File: src/design/svpwm_pkg.sv
// Shared types, constants and functions of the space vector PWM duty generator.
// Holds the request and result structs, the configuration layout and the sine table.
// No dependencies; every other file of the block takes names from here by scope.
package svpwm_pkg;

  // Angle and sine table geometry.
  localparam int SINE_ENTRIES = 1024;
  localparam int ANGLE_BITS   = 16;
  localparam int SINE_IDX_W   = $clog2(SINE_ENTRIES);
  localparam int QUARTER_ENTRIES = SINE_ENTRIES / 4;
  localparam int QTR_IDX_W    = SINE_IDX_W - 2;
  localparam logic [ANGLE_BITS-1:0] QUARTER_TURN = ANGLE_BITS'(1) << (ANGLE_BITS - 2);

  // Fixed point constants of the sine polynomial and the reference axes.
  localparam longint unsigned ONE_Q30     = 64'd1073741824;
  localparam longint unsigned PI_HALF_Q30 = 64'd1686629713;
  localparam logic signed [18:0] SQRT3_Q16   = 19'sd113512;
  localparam logic signed [18:0] UNIT_Q16    = 19'sd65536;
  localparam logic signed [49:0] AXIS_SCALE  = 50'sd131072;

  // Datapath widths.
  localparam int T_W            = 22;               // one active time in Q16 counts
  localparam int SUM_W          = T_W + 1;          // sum of both active times
  localparam int SQ_W           = SUM_W;            // quotient bits of proportional scaling
  localparam int SCALE_PERIOD_W = SQ_W - 16;        // period bits that matter when scaling
  localparam int SR_W           = T_W + SCALE_PERIOD_W + 16;
  localparam int TS_W           = 32;               // period in Q16 counts
  localparam int DQ_W           = 16;               // duty quotient bits
  localparam int DR_W           = TS_W + DQ_W + 1;  // duty dividend

  // Decoupling queue.
  localparam int FIFO_DEPTH = 4;
  localparam int FIFO_PTR_W = $clog2(FIFO_DEPTH);
  localparam int FIFO_CNT_W = $clog2(FIFO_DEPTH + 1);

  // Configuration port.
  localparam int CFG_INDEX_W = 3;
  localparam int CFG_DATA_W  = 16;

  typedef enum logic [CFG_INDEX_W-1:0] {
    CFG_ZERO_OFFSET = 3'd0,
    CFG_POLE_PAIRS  = 3'd1,
    CFG_REVERSE     = 3'd2,
    CFG_TIME_GAIN   = 3'd3,
    CFG_PERIOD      = 3'd4,
    CFG_MAX_DUTY    = 3'd5
  } cfg_idx_t;

  typedef struct packed {
    logic [15:0] zero_offset;
    logic [6:0]  pole_pairs;
    logic        reverse;
    logic [15:0] time_gain;
    logic [15:0] period;
    logic [15:0] max_duty;
  } cfg_t;

  typedef logic signed [15:0] sine_t;
  typedef sine_t qsine_tab_t [QUARTER_ENTRIES];

  typedef struct packed {
    logic [15:0]        mech_angle;
    logic signed [15:0] q_voltage;
    logic signed [15:0] d_voltage;
  } in_item_t;

  typedef struct packed {
    logic [15:0] duty_u;
    logic [15:0] duty_v;
    logic [15:0] duty_w;
    logic [2:0]  sector;
  } out_item_t;

  // Request after the angle stage: sine, cosine and the voltage commands.
  typedef struct packed {
    sine_t              sn;
    sine_t              cs;
    logic signed [15:0] q;
    logic signed [15:0] d;
  } angle_item_t;

  // Phase on-times handed from the vector time stages to the duty stages.
  typedef struct packed {
    logic [TS_W-1:0] ta;
    logic [TS_W-1:0] tb;
    logic [TS_W-1:0] tc;
    logic [2:0]      sector;
  } phase_t;

  // One sine table entry from the odd ninth order polynomial, Q1.15.
  function automatic sine_t sine_entry(input int unsigned k);
    longint unsigned kk, a, quad, r, t, t2, p, s, v;
    kk = 64'(k);
    a = ((kk % 64'(SINE_ENTRIES)) << 32) / 64'(SINE_ENTRIES);
    quad = (a >> 30) & 64'd3;
    r = a & (ONE_Q30 - 64'd1);
    if (quad[0]) begin
      r = ONE_Q30 - r;
    end
    t  = (r * PI_HALF_Q30) >> 30;
    t2 = (t * t) >> 30;
    p  = ONE_Q30 - t2 / 64'd72;
    p  = ONE_Q30 - ((t2 * p) >> 30) / 64'd42;
    p  = ONE_Q30 - ((t2 * p) >> 30) / 64'd20;
    p  = ONE_Q30 - ((t2 * p) >> 30) / 64'd6;
    s  = (t * p) >> 30;
    v  = (s * 64'd32767 + (ONE_Q30 >> 1)) >> 30;
    if (v > 64'd32767) begin
      v = 64'd32767;
    end
    return (quad >= 64'd2) ? -sine_t'(v[15:0]) : sine_t'(v[15:0]);
  endfunction

  // First quarter of the wave; the other quarters follow by symmetry.
  function automatic qsine_tab_t build_quarter_tab();
    qsine_tab_t tab;
    for (int k = 0; k < QUARTER_ENTRIES; k++) begin
      tab[k] = sine_entry(k);
    end
    return tab;
  endfunction

  localparam qsine_tab_t QSINE_TAB    = build_quarter_tab();
  localparam sine_t      QUARTER_PEAK = sine_entry(QUARTER_ENTRIES);

  // Full-turn sine lookup folded onto the quarter table.
  function automatic sine_t sine_lookup(input logic [SINE_IDX_W-1:0] idx);
    logic [1:0]           quad;
    logic [QTR_IDX_W-1:0] r;
    sine_t                mag;
    quad = idx[SINE_IDX_W-1 -: 2];
    r    = idx[QTR_IDX_W-1:0];
    if (!quad[0]) begin
      mag = QSINE_TAB[r];
    end else if (r == '0) begin
      mag = QUARTER_PEAK;
    end else begin
      mag = QSINE_TAB[QTR_IDX_W'(0) - r];
    end
    return quad[1] ? -mag : mag;
  endfunction

  // Electric angle widened from 16 bits to ANGLE_BITS.
  function automatic logic [ANGLE_BITS-1:0] widen_angle(input logic [15:0] e);
    logic [31:0] wide;
    wide = {e, 16'b0} >> (32 - ANGLE_BITS);
    return wide[ANGLE_BITS-1:0];
  endfunction

  // Sector from the signs of the three reference axes.
  function automatic logic [2:0] sector_of_code(input logic [2:0] code);
    logic [2:0] sec;
    case (code)
      3'd1:    sec = 3'd2;
      3'd2:    sec = 3'd6;
      3'd3:    sec = 3'd1;
      3'd4:    sec = 3'd4;
      3'd5:    sec = 3'd3;
      3'd6:    sec = 3'd5;
      default: sec = 3'd0;
    endcase
    return sec;
  endfunction

endpackage

File: src/design/svpwm_fifo.sv
// Short queue between the front end and the vector time stages.
// Uses svpwm_pkg for the entry type and depth.
module svpwm_fifo (
  input  logic                   clk,
  input  logic                   rst_n,
  input  logic                   push,
  input  svpwm_pkg::angle_item_t push_data,
  output logic                   full,
  input  logic                   pop,
  output logic                   pop_valid,
  output svpwm_pkg::angle_item_t pop_data
);

  svpwm_pkg::angle_item_t            mem_r [svpwm_pkg::FIFO_DEPTH];
  logic [svpwm_pkg::FIFO_PTR_W-1:0]  wr_ptr_r, rd_ptr_r;
  logic [svpwm_pkg::FIFO_CNT_W-1:0]  count_r, count_nxt;

  assign full      = (count_r == svpwm_pkg::FIFO_CNT_W'(svpwm_pkg::FIFO_DEPTH));
  assign pop_valid = (count_r != '0);
  assign pop_data  = mem_r[rd_ptr_r];

  // Occupancy follows pushes and pops.
  always_comb begin
    count_nxt = count_r;
    if (push && !pop) begin
      count_nxt = count_r + 1'b1;
    end else if (pop && !push) begin
      count_nxt = count_r - 1'b1;
    end
  end

  // Pointers and count.
  always_ff @(posedge clk) begin
    if (!rst_n) begin
      wr_ptr_r <= '0;
      rd_ptr_r <= '0;
      count_r  <= '0;
    end else begin
      if (push) begin
        wr_ptr_r <= wr_ptr_r + 1'b1;
      end
      if (pop) begin
        rd_ptr_r <= rd_ptr_r + 1'b1;
      end
      count_r <= count_nxt;
    end
  end

  // Entry storage.
  always_ff @(posedge clk) begin
    if (push) begin
      mem_r[wr_ptr_r] <= push_data;
    end
  end

  // The queue never holds more than its depth.
  a_count_bound: assert property (@(posedge clk) disable iff (!rst_n)
    count_r <= svpwm_pkg::FIFO_CNT_W'(svpwm_pkg::FIFO_DEPTH))
    else $error("queue count beyond depth");

  // No request is taken from an empty queue.
  a_no_underflow: assert property (@(posedge clk) disable iff (!rst_n)
    pop |-> count_r != '0)
    else $error("pop from empty queue");

  // No request is written into a full queue.
  a_no_overflow: assert property (@(posedge clk) disable iff (!rst_n)
    push |-> !full)
    else $error("push into full queue");

  // A lone push grows the count by one.
  a_push_count: assert property (@(posedge clk) disable iff (!rst_n)
    (push && !pop) |=> count_r == $past(count_r) + 1'b1)
    else $error("queue count did not follow a push");

endmodule

File: config.mk
export PLATFORM = sky130hd
export DESIGN_NAME = svpwm_fifo
export DESIGN_NICKNAME = d
export VERILOG_FILES = /design/src/design/svpwm_pkg.sv /design/src/design/svpwm_fifo.sv
export SDC_FILE = /design/constraint.sdc
export NUM_CORES = 1
export LEC_CHECK = 0
export BUFFER_PORTS_ARGS = -buffer_cell sky130_fd_sc_hd__buf_2
export CAP_MARGIN = 20
export CELL_PAD_IN_SITES_DETAIL_PLACEMENT = 1
export CELL_PAD_IN_SITES_GLOBAL_PLACEMENT = 1
export CORE_ASPECT_RATIO = 1.75
export CORE_MARGIN = 3
export CORE_UTILIZATION = 45
export DETAILED_ROUTE_END_ITERATION = 16
export PLACE_DENSITY_LB_ADDON = 0.15
export RECOVER_POWER = 25
export SYNTH_ARGS = -nofsm -noshare
export SYNTH_HDL_FRONTEND = slang
export SYNTH_SLANG_ARGS = --single-unit
File: constraint.sdc
create_clock -name clk -period 2.6 [get_ports clk]
set_input_delay 0.13 -clock clk [delete_from_list [all_inputs] [get_ports clk]]
set_output_delay 0.13 -clock clk [all_outputs]
set_load 0.01 [all_outputs]
==> run metrics <==
Leak=0.00413 uW; hold path endpoint=rd_ptr_r[0]$_SDFFE_PN0P_; Starting DRT DRC Count=263; CP Class=flop to output pin; Post-synth ARST share=0%; worst endpoint required time=2.47 ns; synthesized flop and latch total=265; share of cells above drive strength 1=34.1%; Post-synth top flop=edfxtp_1; routed len/inst=21.7 um; clk buf depth=3; global placement routability congestion=0.711; final non-filler cell area=12,300 sq um; port buffer count=133; Mapped Nets=451; DR vias/cell=5.13; slowest CP cell=mux4_1; area delta synth->final=25.7%; fin crit period=2.24 ns; endpoints failing setup=0; final non-filler cell total=908; Post-Synthesis Cells=377; fmax=447 MHz; die area=23,600 sq um; min-delay src=pop; clk slew on worst S/H paths=0.06 ns; dpl cells=798; Setup crit start kind=flop; drt pass-1 iters=4; Netlist Area Pre-Place=9760 sq um; Reg-to-Reg Start=wr_ptr_r[0]$_SDFFE_PN0P_; R2R cell count=4; Max H-tree Level=1; Post-Syn Area per Cell=25.9 sq um; CP Buf/Inv Count=2; Hold Buf Count CTS=65; setup repair after global routing missed its margin=false; CP endpoint kind=output pin; core area=21,100 sq um; Hold Path Class=primary input to flop; Min-Delay Path Depth=3; Clk network pwr share=38.7%; Root Buffer=clkbuf_16; Peak VDD IR=0.000580 V; Final nets=675; Synth area leader=edfxtp_1; Synth top area share=78.8%; DIE WIDTH=117 um; skew final=0.0110 ns; Antenna Nets Post-Route=0; # resized after CTS=0; max_slew headroom=63.6%; Initial Utilization=46.2%; placed cell area=10,800 sq um; via count=4,662; Tcrit/Tclk final=86.0%; postcts setup bufs=0; Num Clock Sinks=265; number of global-route vias before repair=5,371; Final Max Tran Viols=0; Warnings, synthesis=0; FF-to-FF setup slack=0.84 ns; initial antenna violation count=1; Rows=70; Critical Path, Cell by Cell=buf_12 > mux4_1 > buf_2; pin count of the biggest net entering global routing=33; first-pass GRT wire length=31,400 um; P_int=7680 uW; final count of hold timing violations=0; Slew @ Worst Pin=0.545 ns; Switch Pwr=2050 uW; number of synthesized flops with an enable pin=256; register area share after synthesis=80.6%; Sequential Power Share=51.2%; Max-Cap Viols=0; Setup TNS Final=0 ns; crit-path max FO=32; routed wire length=19,700 um; Die H=201 um; Distinct cells, synth=21; status=complete, no violations; gr usage total=17.1%; CTS buffer count=24; DRC viols=0; synth top area cells=edfxtp_1 79%, mux4_2 14%, dfxtp_1 1.8%; RR Endpoint=mem_r[2][63]$_DFFE_PP_; clock latency at the later pin of the worst-skew pair=0.51 ns; # IOs=134; final cell utilization of the core=58.1%; switching fraction of total power=21.0%; Power Total=9720 uW; Overflow after GRT=0; CP arrival=2.11 ns; post-DP HPWL=12,300 um; Critical Path Max Stage Delay=0.61 ns; Top delay family on crit path=multiplexers; CTS tree=built; pwr dens=793 nW/um^2; combinational power share=10.1%
[worst max-delay path by stage]
stage                              from                endpoint  slack [ns]  cells past startpoint
2_1_floorplan  wr_ptr_r[0]$_SDFFE_PN0P_   mem_r[2][0]$_DFFE_PP_        0.13                      3
3_3_place_gp                       flop            pop_data[56]        0.87                      3
3_5_place_dp   wr_ptr_r[0]$_SDFFE_PN0P_  mem_r[2][26]$_DFFE_PP_        0.78                      4
4_1_cts                            flop            pop_data[59]        0.28                      3
5_1_grt                            flop            pop_data[59]        0.22                      3
6_report                           flop            pop_data[59]        0.36                      3
[power by group through the flow]
stage               clock network [uW]  logic (uW)  registers [uW]
floorplan                            0         577            5040
global placement                     0         917            5050
detailed placement                   0         938            5080
CTS                               3860        1020            4980
global route                      4030        1070            5000
finish                            3760         986            4980
[layer usage]
metal	global-route usage (%)	vias to the layer above	share of wire, %
met2	32.2	121	57
li1	-	2062	-
met3	2.68	32	4.4
met5	0	-	0
met4	4.82	0	2.3
met1	20.2	2447	36
[cell usage after synthesis, drive strengths merged, types with 2 or more instances]
cell and n:
and2 9, buf 13, dfxtp 9, edfxtp 256, ha 5, inv 4
mux2i 2, mux4 64, nor2b 2, or3 2, xnor2 2, xor2 3
[registers in the layout, indices dropped and copies added, names as in the netlist, named ones only]
name / flops
rd_ptr_r: 2
count_r: 3
mem_r: 256
wr_ptr_r: 2
[placed cells by master (no fill, tap or decap), drive strengths merged, types with 2 or more instances in the layout]
cell type | synthesis | routed
and2 | 9 | 9
buf | 13 | 108
bufinv | 0 | 5
clkbuf | 1 | 71
clkinv | 0 | 6
dfxtp | 9 | 9
dlygate4sd3 | 0 | 65
edfxtp | 256 | 256
ha | 5 | 5
inv | 4 | 4
mux2i | 2 | 2
mux4 | 64 | 64
nor2b | 2 | 2
or3 | 2 | 2
xnor2 | 2 | 2
xor2 | 3 | 3
[cell type report]
class | instances | area, sq um
clock buffer | 32 | 662
sequential | 265 | 7880
clock inverter | 12 | 186
timing repair buffer | 212 | 1450
antenna | 1 | 2.50
tap | 288 | 360
multi-input combinational | 94 | 1720
fill | 1832 | 8840
inverter | 4 | 15.0
[tightest hold or removal path: cells and delay by family]
| kind | cells | cell delay (ns) |
|---|---|---|
| xor gates and xnor gates | 1 | 0.08 |
| and+or+nand+nor | 1 | 0.15 |
| buffers and inverters | 1 | 0.13 |
[stage by stage]
stage               hold WS (ns)  worst slack, ns
floorplan                  0.229            0.125
global placement           0.340            0.871
detailed placement         0.347            0.778
CTS                      0.00212            0.277
global route              0.0229            0.219
finish                    0.0247            0.364
[kinds of logic after synthesis]
| kind of cell | after synthesis | share of synthesized area [%] |
|---|---|---|
| fa+ha+maj | 6 | 0.846 |
| compound gates | 2 | 0.128 |
| simple gates | 15 | 0.949 |
| flops | 265 | 80.6 |
| buf+inv | 18 | 1.86 |
| xor+xnor | 5 | 0.449 |
| mux | 66 | 15.1 |
Note: power is estimated with default switching activity, not from simulation.
